$ cat config.mk
export PLATFORM = sky130hd
export DESIGN_NAME = mwo_ctrl
export DESIGN_NICKNAME = d
export VERILOG_FILES = /design/src/mwo_pkg.sv /design/src/mwo_ctrl.sv
export SDC_FILE = /design/constraint.sdc
export NUM_CORES = 1
export LEC_CHECK = 0
export BUFFER_PORTS_ARGS = -buffer_cell sky130_fd_sc_hd__buf_2
export CORE_ASPECT_RATIO = 0.9
export CORE_MARGIN = 1.5
export CORE_UTILIZATION = 40
export CTS_CLUSTER_DIAMETER = 100
export CTS_CLUSTER_SIZE = 14
export DETAILED_ROUTE_END_ITERATION = 8
export PLACE_DENSITY = 0.65
export SYNTH_ARGS = -nofsm -noshare
export SYNTH_HDL_FRONTEND = slang
export SYNTH_SLANG_ARGS = --single-unit
export TNS_END_PERCENT = 50
$ cat constraint.sdc
create_clock -name clock -period 2.14 [get_ports clock]
set_clock_uncertainty 0.05 [all_clocks]
set_input_delay 0.107 -clock clock [delete_from_list [all_inputs] [get_ports clock]]
set_output_delay 0.107 -clock clock [all_outputs]
set_load 0.05 [all_outputs]
$ cat src/mwo_pkg.sv
package mwo_pkg;

   localparam int REQ_W = 176;
   localparam int RSP_W = 224;
   localparam int MUL_STEPS = 64;
   localparam int DIV_STEPS = 96;

   localparam logic [1:0] REG_WHEEL_RADIUS = 2'd0;
   localparam logic [1:0] REG_TICKS_PER_REV = 2'd1;
   localparam logic [1:0] REG_HALF_BASE_SUM = 2'd2;

   localparam logic [41:0] PI_Q = 42'h3243F6A8886;
   localparam logic [33:0] CORDIC_GAIN = 34'h026DD3B6A;
   localparam logic [19:0] SCALE_LIN = 20'd1000000;
   localparam logic [19:0] SCALE_ANG = 20'd1000;

   // Datapath operations in the order the controller runs them.
   typedef enum logic [4:0] {
      OP_MUL_LR, OP_MUL_LPI, OP_DIV_L,
      OP_MUL_TR, OP_MUL_TPI, OP_DIV_T,
      OP_MUL_AR, OP_DIV_A,
      OP_MUL_VL, OP_DIV_VL, OP_MUL_VT, OP_DIV_VT, OP_MUL_VA, OP_DIV_VA,
      OP_MUL_XC, OP_MUL_XS, OP_MUL_YS, OP_MUL_YC
   } op_type;

   localparam op_type OP_LAST = OP_MUL_YC;

   typedef struct packed {
      logic   load;
      logic   store_first;
      logic   prep;
      logic   start;
      op_type op;
      logic   commit;
   } mwo_cmd_type;

   typedef struct packed {
      logic first;
      logic stale;
      logic unit_done;
   } mwo_status_type;

   function automatic logic is_div(input op_type op);
      return op inside {OP_DIV_L, OP_DIV_T, OP_DIV_A, OP_DIV_VL, OP_DIV_VT, OP_DIV_VA};
   endfunction

   function automatic logic [31:0] atan_lut(input logic [4:0] idx);
      logic [31:0] v;
      case (idx)
         5'd0: v = 32'h20000000;
         5'd1: v = 32'h12E4051E;
         5'd2: v = 32'h09FB385B;
         5'd3: v = 32'h051111D4;
         5'd4: v = 32'h028B0D43;
         5'd5: v = 32'h0145D7E1;
         5'd6: v = 32'h00A2F61E;
         5'd7: v = 32'h00517C55;
         5'd8: v = 32'h0028BE53;
         5'd9: v = 32'h00145F2F;
         5'd10: v = 32'h000A2F98;
         5'd11: v = 32'h000517CC;
         5'd12: v = 32'h00028BE6;
         5'd13: v = 32'h000145F3;
         5'd14: v = 32'h0000A2FA;
         5'd15: v = 32'h0000517D;
         5'd16: v = 32'h000028BE;
         5'd17: v = 32'h0000145F;
         5'd18: v = 32'h00000A30;
         5'd19: v = 32'h00000518;
         5'd20: v = 32'h0000028C;
         5'd21: v = 32'h00000146;
         5'd22: v = 32'h000000A3;
         5'd23: v = 32'h00000051;
         5'd24: v = 32'h00000029;
         5'd25: v = 32'h00000014;
         5'd26: v = 32'h0000000A;
         5'd27: v = 32'h00000005;
         5'd28: v = 32'h00000003;
         5'd29: v = 32'h00000001;
         5'd30: v = 32'h00000001;
         default: v = 32'h00000000;
      endcase
      return v;
   endfunction

endpackage

$ cat src/mwo_ctrl.sv
module mwo_ctrl import mwo_pkg::*; (
   input  logic           clock,
   input  logic           reset,
   input  logic           req_tvalid,
   output logic           req_tready,
   output logic           rsp_tvalid,
   input  logic           rsp_tready,
   input  mwo_status_type status,
   output mwo_cmd_type    cmd
);

   typedef enum logic [4:0] {
      ST_IDLE   = 5'b00001,
      ST_CHECK  = 5'b00010,
      ST_ISSUE  = 5'b00100,
      ST_WAIT   = 5'b01000,
      ST_FINISH = 5'b10000
   } state_type;

   state_type state_ff, state_in;
   op_type    op_ff, op_in;
   logic      rsp_valid_ff, rsp_valid_in;

   always_comb begin
      state_in = state_ff;
      op_in = op_ff;
      rsp_valid_in = rsp_valid_ff & ~rsp_tready;
      cmd = '0;
      cmd.op = op_ff;
      case (state_ff)
         ST_IDLE: begin
            if (req_tvalid) begin
               cmd.load = 1'b1;
               state_in = ST_CHECK;
            end
         end
         ST_CHECK: begin
            if (status.first) begin
               cmd.store_first = 1'b1;
               state_in = ST_IDLE;
            end else if (status.stale) begin
               state_in = ST_IDLE;
            end else begin
               cmd.prep = 1'b1;
               op_in = OP_MUL_LR;
               state_in = ST_ISSUE;
            end
         end
         ST_ISSUE: begin
            cmd.start = 1'b1;
            state_in = ST_WAIT;
         end
         ST_WAIT: begin
            if (status.unit_done) begin
               if (op_ff == OP_LAST) begin
                  state_in = ST_FINISH;
               end else begin
                  op_in = op_type'(5'(op_ff + 5'd1));
                  state_in = ST_ISSUE;
               end
            end
         end
         ST_FINISH: begin
            // The previous word must have left the output register.
            if (!rsp_valid_ff || rsp_tready) begin
               cmd.commit = 1'b1;
               rsp_valid_in = 1'b1;
               state_in = ST_IDLE;
            end
         end
         default: state_in = ST_IDLE;
      endcase
   end

   always_ff @(posedge clock) begin
      if (reset) begin
         state_ff <= ST_IDLE;
         op_ff <= OP_MUL_LR;
         rsp_valid_ff <= 1'b0;
      end else begin
         state_ff <= state_in;
         op_ff <= op_in;
         rsp_valid_ff <= rsp_valid_in;
      end
   end

   assign req_tready = (state_ff == ST_IDLE);
   assign rsp_tvalid = rsp_valid_ff;

endmodule

Yosys cells after proc, flatten, opt, wreduce, memory -nomap -nowiden
Cells that the tools add are included.
Word-level totals
  bits in registers: 11
  output and inout bits: 12
Operators by class
  add/subtract/negate cells: 1
  bitwise operators: 2
  equality and inequality tests: 12
  reduce and logical (&&, ||, !) cells: 5
  mux-type cells: 23
Operators with widths (number)
  2-to-1 mux 5 bit: 9
  one-hot mux 5 bit (5 select lines): 1
  != test 2 bit, second input constant: 6
  == test 5 bit, second input constant: 2
  2-to-1 mux 1 bit: 10
  one-hot mux 5 bit (2 select lines): 1
  adder 5 x 1 -> 5 bit, second input constant: 1
  == test 5 x 1 -> 1 bit, second input constant: 1
  == test 5 x 2 -> 1 bit, second input constant: 1
  == test 5 x 3 -> 1 bit, second input constant: 1
  == test 5 x 4 -> 1 bit, second input constant: 1
  AND reduction 5 bit: 1
  2-to-1 mux 3 bit: 1
  AND reduction 3 bit: 1
  2-to-1 mux 2 bit: 1
  nonzero test 2 bit: 1
  bitwise AND 1 bit: 1
  logical NOT 1 bit: 1
  logical OR 1 bit: 1
  inverter 1 bit: 1

Depth between registers and ports, before layout
Gate-level depths: netlist of the first run.
  word-level depth: 4
  depth in mapped cells: 6

Worst setup path before layout of the first run
OpenSTA, ideal clock, no wires.
  path kind: register -> output
  start: register state_ff[0]
  end: output port cmd[7] (netlist name)
  stages on the path, launching flop included: 4
  required time: 1.983 ns
  path slack: 0.159 ns
  buffers on the path: 0
  arrival: 1.824 ns
  cell sequence: dfxtp_1 nor4_2 nand2_1 nor3_1
RTL lines
  start, declared: line mwo_ctrl.sv:20  | state_type state_ff, state_in;
  start signal, assigned: line mwo_ctrl.sv:81  | state_ff <= state_in;
  end, declared: line mwo_ctrl.sv:9  | output mwo_cmd_type cmd

Worst setup path after layout of the first run
  start: register op_ff[1]
  end: register op_ff[3]
On the way
  word-level cells in the longest chain between the ends: 4
  elaborated cells between the ends (all ways): 7
  classes of those cells: 1 x add/sub; 2 x eq/ne; 3 x mux; 1 x reduce/logical
Ends and longest elaborated chain
  start, declared: line mwo_ctrl.sv:21  | op_type op_ff, op_in;
  start signal, assigned: line mwo_ctrl.sv:82  | op_ff <= op_in;
  adder 5 x 1 -> 5 bit: line mwo_ctrl.sv:58  | op_in = op_type'(5'(op_ff + 5'd1));
  2-to-1 mux 5 bit: line mwo_ctrl.sv:55  | if (op_ff == OP_LAST) begin
  2-to-1 mux 5 bit: line mwo_ctrl.sv:54  | if (status.unit_done) begin
  one-hot mux 5 bit (2 select lines): line mwo_ctrl.sv:30  | case (state_ff)
Several ways; a longest one is shown, not always the timed one. The select of a mux whose other input is x is not followed.
A chain may end at the register's enable or synchronous reset.

==> results.py, run 1 <==
metrics = {
    "placement": {
        "io_buffers": 18,
        "gp_congestion": 0.796,
        "hpwl_um": 1140,
    },
    "timing": {
        "rsz0062_at_grt": "false",
        "whs_ns": 0.0414,
        "finalHoldViolCount": 0,
        "fmax_mhz": 581,
        "slew_headroom_pct": 72.0,
        "setup_violations": 0,
        "tns_ns": 0,
        "worst_pin_slew_ns": 0.415,
        "min_period_ns": 1.72,
        "post-route-period-util_pct": 80.5,
        "finalMaxSlewViolations": 0,
    },
    "global_route": {
        "grt_overflow": 0,
        "antenna_found_initial": 0,
        "grt_pass1_vias": 579,
        "track_usage_pct": 17.6,
        "grt_pass1_wl_um": 2470,
        "grt_max_degree": 10,
    },
    "clock_network": {
        "cts.path.max_buffers": 2,
        "ctsRootBufferMaster": "clkbuf_4",
        "cts.sinks": 11,
        "insertion_delay_ns": 0.28,
        "post_cts_buffers": 0,
        "clk_pin_slew_ns": 0.08,
        "cts_max_level": 1,
        "ctsResizeCount": 0,
        "cts_tree": "built",
        "ctsHoldBuffers": 0,
        "numCtsBuffers": 3,
    },
    "final_layout": {
        "nNetsFinal": 110,
        "drive_gt1_share_pct": 26.0,
        "n_antenna_cell": 0,
        "area_growth_pct": 18.3,
    },
    "critical_path": {
        "end_kind": "flop",
        "worstPathMaxFanout": 6,
        "start_kind": "flop",
        "critPathKind": "reg2reg",
        "arrival_ns": 1.85,
        "r2r_slack_ns": 0.42,
        "crit_required_ns": 2.27,
    },
    "logic_synthesis": {
        "ys_ff_latch": 11,
        "synth_largest_area_cell": "dfxtp_1",
        "postSynthAreaPerCell_um2": 8.51,
        "synth.area.top_cells": "dfxtp_1 32%, nor2_1 4.9%, nand2_1 3.8%, ha_1 3.6%, or3_1 3.6%",
        "synth_edf_count": 0,
        "ys.flop_type": "dfxtp_1",
        "ys_seq_area_share_pct": 31.9,
        "synthTopCellsByCount": "11 x dfxtp_1, 9 x nor2_1, 7 x nand2_1",
        "yosys_warnings": 0,
        "yosysTopAreaCellShare_pct": 31.9,
        "async_flop_share_pct": 0,
        "syn-instance-count": 81,
        "yosys.cell_types.count": 34,
        "synth_area_um2": 689,
        "synth.most_common_cell": "dfxtp_1",
        "syn_nets": 90,
    },
    "worst_hold_path": {
        "hold_path_class": "in2reg",
    },
    "power_and_ir_drop": {
        "ir_worst_vdd_uv": 338,
        "p_leak_nw": 0.365,
        "power_uw": 466,
        "power.density_mw_per_mm2": 572,
    },
    "floorplanning": {
        "die_x_um": 46.8,
        "start_util_pct": 41.9,
        "pin_count": 19,
        "die_h_um": 42.4,
        "design.die.area_mm2": 0.00198,
        "rows": 14,
        "core-area_mm2": 0.00165,
    },
    "detailed_routing": {
        "vias_per_cell": 5.51,
        "drt_iter0_drc": 10,
        "drc": 0,
        "wire_per_inst_um": 12.2,
        "routed_wl_um": 1510,
        "antenna_left": 0,
        "drt-pass1-iter-count": 4,
        "vias": 683,
    },
    "run": {
        "cap_violations": 0,
    },
    "status": {
        "status": "completed",
    },
}
==> per-stage QoR <==
stage / worst slack (ns) / instances / util, % / cell area [um2]
final: 0.418 / 124 / 49.5 / 816
after global routing: 0.283 / 124 / 49.5 / 816
after CTS: 0.412 / 124 / 49.5 / 816
after detailed placement: 0.448 / 120 / 47.9 / 790
after global placement: 0.501 / 120 / 47.9 / 790
after floorplan: 0.159 / 81 / - / 689
==> sequential cells by signal, summed over array words and instances (netlist names) <==
signal	flops
op_ff	5
state_ff	5
rsp_tvalid	1
==> final timing paths <==
kind	startpoint	to	cells after the start
max	op_ff[1]	op_ff[3]	6
min	req_tvalid	state_ff[1]	2
max reg2reg	op_ff[1]	op_ff[3]	6
min reg2reg	op_ff[1]	op_ff[1]	2
==> critical path, stage by stage (launching register included) <==
cell     delay, ns
dfxtp_1       0.41
inv_1         0.06
ha_1          0.16
or4bb_1       0.20
nand2_1       0.06
a211o_1       0.37
o41ai_2       0.31
==> kinds of logic after synthesis <==
| logic type | Yosys count | share of synthesized area [%] |
|---|---|---|
| buffers and inverters | 6 | 4.54 |
| AO/OA/AOI/OAI | 15 | 18.2 |
| XOR/XNOR | 1 | 1.27 |
| flip-flops | 11 | 31.9 |
| adder cells (fa/ha/maj) | 2 | 3.63 |
| multiplexers | 2 | 2.90 |
| AND/OR/NAND/NOR | 44 | 37.6 |
==> layer usage <==
layer  track usage [%]  wire [um]
met5                 0          0
met1              22.9        711
met2              26.0        671
met4              8.33         34
met3              5.17         94
==> power by group <==
group          internal [mW]  switching [mW]  leakage [nW]
combinational         0.0317          0.0635         0.261
clock                 0.0723          0.0794        0.0150
sequential             0.209          0.0101        0.0891
==> cells in the final DEF (no fill, tap or decap), types with 2 or more instances in the layout <==
cell | netlist | routed
o211ai_1 | 2 | 2
a31oi_1 | 2 | 2
o221ai_1 | 2 | 2
nor3_1 | 4 | 4
o31a_1 | 2 | 2
and2_1 | 2 | 2
nand3_1 | 4 | 4
nand4_1 | 2 | 2
mux2i_1 | 2 | 2
buf_2 | 1 | 18
or3_1 | 4 | 4
inv_1 | 3 | 3
and3_1 | 3 | 3
dfxtp_1 | 11 | 11
nor2_1 | 9 | 9
clkbuf_4 | 0 | 3
nand2_1 | 7 | 7
ha_1 | 2 | 2
o21ai_0 | 2 | 2
==> area by class of cell <==
class | instances | area (um2)
clock buffers | 4 | 26.3
fillers | 167 | 831
inverters | 3 | 11.3
multi-input cells | 64 | 438
flip-flops and latches | 11 | 220
well taps | 24 | 30.0
repair buffers | 18 | 90.1
(Power assumes the default switching activity.)
==> run 2: changes to the inputs <==
Settings changed: ABC_AREA set to 1, PLACE_DENSITY 0.65 to 0.64.
Clock period 2.14 ns to 1.8 ns, I/O delays scaled along.
==> run 2 against run 1 <==
  * Sequential power up 20%
  * Setup slack worse by 0.18 ns
  * Critical path depth down 2
  * Final cell count up 27%
  * Combinational power up 62%
  * Area after synthesis up 6.4%
  * Synthesized cell count up 41%
  * First-iteration DRC count up 40%
  * Critical path type is now reg2out
  * Via count up 9.2%
==> results.py, run 2 <==
metrics = {
    "timing": {
        "worst_slack_ns": 0.236,
        "slew_headroom_pct": 81.7,
        "setup_violations": 0,
        "rsz0062_at_grt": "false",
        "post-route-period-util_pct": 86.9,
        "finalHoldViolCount": 0,
        "fmax_mhz": 640,
        "finalMaxSlewViolations": 0,
        "min_period_ns": 1.56,
        "whs_ns": 0.0555,
        "tns_ns": 0,
        "worst_pin_slew_ns": 0.274,
    },
    "logic_synthesis": {
        "synth_largest_area_cell": "dfxtp_1",
        "synth.most_common_cell": "nand2_1",
        "ys_seq_area_share_pct": 30.0,
        "synthTopCellsByCount": "22 x nand2_1, 20 x inv_1, 18 x nor2_1, 11 x dfxtp_1, 11 x nand3_1",
        "ys_ff_latch": 11,
        "synth_area_um2": 733,
        "synth.area.top_cells": "dfxtp_1 30%, nand2_1 11%, inv_1 10%, nor2_1 9.2%, nand3_1 7.5%",
        "yosysTopAreaCellShare_pct": 30.0,
        "yosys_warnings": 0,
        "synth_edf_count": 0,
        "syn-instance-count": 114,
        "async_flop_share_pct": 0,
        "postSynthAreaPerCell_um2": 6.43,
        "yosys.cell_types.count": 23,
        "ys.flop_type": "dfxtp_1",
        "syn_nets": 123,
    },
    "global_route": {
        "grt_max_degree": 15,
        "grt_pass1_vias": 620,
        "antenna_found_initial": 0,
        "track_usage_pct": 18.2,
        "grt_pass1_wl_um": 2560,
        "grt_overflow": 0,
    },
    "detailed_routing": {
        "vias_per_cell": 4.72,
        "routed_wl_um": 1570,
        "drt-pass1-iter-count": 4,
        "vias": 746,
        "drc": 0,
        "antenna_left": 0,
        "drt_iter0_drc": 14,
        "wire_per_inst_um": 9.93,
    },
    "final_layout": {
        "final_cells": 158,
        "n_antenna_cell": 0,
        "layout_common_cells": "22 x nand2_1, 20 x inv_1, 18 x nor2_1, 18 x buf_2",
        "n_fill_cell": 188,
        "fin_util_pct": 51.4,
        "ff_latch_area_um2": 220,
        "nNetsFinal": 144,
        "drive_gt1_share_pct": 24.6,
        "multiInputGateArea_um2": 417,
        "final_common_cell": "nand2_1",
        "area_growth_pct": 19.1,
        "postLayoutCellArea_um2": 873,
    },
    "clock_network": {
        "numCtsBuffers": 3,
        "ctsResizeCount": 0,
        "clk_pin_slew_ns": 0.08,
        "ctsRootBufferMaster": "clkbuf_4",
        "cts_tree": "built",
        "cts.path.max_buffers": 2,
        "insertion_delay_ns": 0.28,
        "cts.sinks": 11,
        "cts_max_level": 1,
    },
    "critical_path": {
        "start_kind": "flop",
        "regToRegStartpoint": "op_ff[1]",
        "crit_required_ns": 1.66,
        "r2r_end": "op_ff[2]",
        "r2r_slack_ns": 0.40,
        "reg2reg_depth": 10,
        "end_kind": "output port",
        "arrival_ns": 1.42,
        "critPathKind": "reg2out",
        "worstPathMaxFanout": 4,
    },
    "placement": {
        "io_buffers": 18,
        "dp_slack_ns": 0.402,
        "dp_cells": 153,
        "placed_cell_area_um2": 836,
        "hpwl_um": 1220,
        "gp_congestion": 0.787,
    },
    "power_and_ir_drop": {
        "power_uw": 590,
        "ir_worst_vdd_uv": 440,
        "power.density_mw_per_mm2": 676,
        "p_leak_nw": 0.458,
    },
    "floorplanning": {
        "design.die.area_mm2": 0.00210,
        "core-area_mm2": 0.00170,
        "pin_count": 19,
        "start_util_pct": 43.2,
        "rows": 14,
        "die_h_um": 43.6,
        "die_x_um": 48.1,
    },
    "run": {
        "cap_violations": 0,
    },
    "worst_hold_path": {
        "holdPathStages": 3,
        "hp-start": "req_tvalid",
        "hold_path_class": "in2reg",
        "holdPathEnd": "state_ff[1]",
    },
    "status": {
        "status": "completed",
    },
}
## run 2: cell count changes in the layout (fill, tap and decap cells not counted), sizes merged, moves of 3 or more
cell   delta
nand2    +18
nand3     +9
nor3      -3
or3       -4
and3      -3
nor2     +11
nand4     +3
inv      +18
a21oi     +6
## run 2: power breakdown
| part | leakage, nW | total, mW | switching [mW] | internal [mW] |
|---|---|---|---|---|
| Clock | 0.0177 | 0.173 | 0.0905 | 0.0825 |
| Sequential | 0.0893 | 0.263 | 0.00908 | 0.254 |
| Combinational | 0.351 | 0.154 | 0.113 | 0.0414 |
## run 2: what timing repair did
item,CTS,global route
endpoints found under the hold margin,4,0
hold buffers,1,0
buffers inserted,0,0
## run 2: worst max path at each step
stage | depth (start not counted) | start | slack (ns) | end
final | 4 | state_ff[3] | 0.24 | req_tready
after global routing | 4 | state_ff[0] | 0.14 | cmd[6]
after CTS | 4 | state_ff[3] | 0.23 | cmd[0]
after detailed placement | 10 | op_ff[1] | 0.40 | op_ff[3]
after global placement | 10 | op_ff[1] | 0.46 | op_ff[2]
after floorplan | 10 | op_ff[1] | 0.15 | op_ff[2]
## run 2: logic make-up (layout without fill, tap and decap cells)
kind of cell    after synthesis  in the layout  synth area share [%]
buf+inv                      24             44                  14.0
flops                        11             11                  30.0
compound gates                8              8                  6.14
xor+xnor                      1              1                  1.19
fa+ha+maj                     2              2                  3.41
simple gates                 68             68                  45.2
## run 2: worst max-delay path: stages, from the launching register on
cell     delay (ns)
dfxtp_1        0.35
nor2_2         0.19
nand4_1        0.20
inv_1          0.14
buf_2          0.27
## run 2: cell type report
cell class / count / share of cell area (%)
Clock buffer: 3 / 2.58
Inverter: 21 / 9.03
Clock inverter: 1 / 0.573
Tap cell: 24 / 3.44
Sequential cell: 11 / 25.2
Multi-Input combinational cell: 79 / 47.7
Timing Repair Buffer: 19 / 11.5
## run 2: per-layer routing
metal / GRT usage (%) / vias to the layer above / share of wire [%] / wire length, um
li1: - / 400 / - / -
met1: 24.7 / 326 / 49 / 761
met2: 24.0 / 16 / 44 / 685
met3: 7.92 / 4 / 5.8 / 91
met4: 9.73 / 0 / 1.9 / 30
met5: 0 / - / 0 / 0
==> run 3: changes to the inputs <==
Settings changed: RECOVER_POWER set to 100, SKIP_LAST_GASP set to 1.
==> run 3 against run 2 <==
  * Clock power barely moved
  * Critical path depth unchanged
  * Sequential power is essentially flat
  * Combinational power about the same
  * Global-route usage unchanged
  * Critical endpoint unchanged
  * Largest power group unchanged
==> results.py, run 3 (synthesis gave the netlist of run 2 again) <==
metrics = {
    "final_layout": {
        "drive_gt1_share_pct": 18.7,
        "fin_util_pct": 50.2,
        "nNetsFinal": 144,
        "postLayoutCellArea_um2": 853,
        "final_cells": 158,
        "layout_common_cells": "22 x nand2_1, 20 x inv_1, 19 x nor2_1",
        "final_common_cell": "nand2_1",
        "area_growth_pct": 16.4,
        "n_antenna_cell": 0,
    },
    "timing": {
        "min_period_ns": 1.59,
        "setup_violations": 0,
        "rsz0062_at_grt": "false",
        "post-route-period-util_pct": 88.2,
        "finalHoldViolCount": 0,
        "tns_ns": 0,
        "slew_headroom_pct": 61.0,
        "finalMaxSlewViolations": 0,
        "fmax_mhz": 630,
        "worst_pin_slew_ns": 0.588,
        "worst_slack_ns": 0.213,
        "whs_ns": 0.0577,
    },
    "placement": {
        "hpwl_um": 1220,
        "dp_cells": 153,
        "placed_cell_area_um2": 836,
        "gp_congestion": 0.787,
        "dp_slack_ns": 0.402,
        "io_buffers": 18,
    },
    "power_and_ir_drop": {
        "ir_worst_vdd_uv": 441,
        "clockPowerShare_pct": 29.4,
        "p_sw_share_pct": 35.9,
        "p_seq_share_pct": 44.7,
        "power.density_mw_per_mm2": 689,
        "power.switching_uw": 211,
        "intPower_uw": 377,
        "p_leak_nw": 0.428,
        "pwr-share-comb_pct": 25.8,
        "power_uw": 588,
    },
    "detailed_routing": {
        "vias_per_cell": 4.72,
        "drc": 0,
        "routed_wl_um": 1590,
        "antenna_left": 0,
        "wire_per_inst_um": 10.1,
        "drt_iter0_drc": 16,
        "vias": 746,
        "drt-pass1-iter-count": 4,
    },
    "global_route": {
        "antenna_found_initial": 0,
        "grt_max_degree": 15,
        "grt_pass1_vias": 620,
        "grt-busiest-layer": "met1",
        "met2_usage_pct": 24.0,
        "use_met1_pct": 24.7,
        "met3_usage_pct": 7.92,
        "grt_pass1_wl_um": 2560,
        "track_usage_pct": 18.2,
        "grt_overflow": 0,
    },
    "clock_network": {
        "cts_max_level": 1,
        "insertion_delay_ns": 0.28,
        "cts.path.max_buffers": 2,
        "post_cts_buffers": 0,
        "cts.sinks": 11,
        "cts_tree": "built",
        "ctsRootBufferMaster": "clkbuf_4",
        "numCtsBuffers": 3,
        "ctsResizeCount": 0,
        "clk_pin_slew_ns": 0.08,
    },
    "floorplanning": {
        "die_x_um": 48.1,
        "rows": 14,
        "start_util_pct": 43.2,
        "design.die.area_mm2": 0.00210,
        "pin_count": 19,
        "die_h_um": 43.6,
        "core-area_mm2": 0.00170,
    },
    "critical_path": {
        "start_kind": "flop",
        "critPathKind": "reg2out",
        "arrival_ns": 1.45,
        "end_kind": "output port",
        "worstPathMaxFanout": 4,
        "crit_required_ns": 1.66,
    },
    "run": {
        "cap_violations": 0,
    },
    "worst_hold_path": {
        "hold_path_class": "in2reg",
    },
    "status": {
        "status": "completed",
    },
}
## run 3: layout make-up
class,instances,area (um2)
Timing Repair Buffer,19,92.6
Fill cell,194,846
Sequential cell,11,220
Clock buffer,3,22.5
Multi-Input combinational cell,79,404
Clock inverter,1,5.00
Tap cell,24,30.0
Inverter,21,78.8
## run 3: worst paths after layout
kind,start,to,slack (ns),depth (start not counted)
max,state_ff[3],req_tready,0.21,4
min,req_tvalid,state_ff[1],0.06,3
max reg2reg,state_ff[4],op_ff[2],0.28,7
min reg2reg,op_ff[2],op_ff[2],0.52,2
## run 3: power by group through the flow
stage	registers (mW)	clock network, mW	logic [mW]
after CTS	0.263	0.184	0.154
after global placement	0.268	0	0.149
after floorplan	0.274	0	0.112
after detailed placement	0.269	0	0.152
final	0.263	0.173	0.152
after global routing	0.264	0.200	0.165
## run 3: repair_timing
action | 4_1_cts | 5_1_grt
endpoints found under the setup margin | 0 | 0
hold buffers | 1 | 0
endpoints found under the hold margin | 4 | 0
## run 3: worst max-delay path, cell delays in order, from the launching register on
cell and delay [ns]:
dfxtp_1 0.34, nor2_2 0.18, nand4_1 0.20, inv_1 0.15
clkbuf_2 0.29
## run 3: layer usage
metal / routed length [um] / share of wire [%]
met5: 0 / 0
met4: 30 / 1.9
met3: 75 / 4.7
met2: 683 / 43
met1: 799 / 50
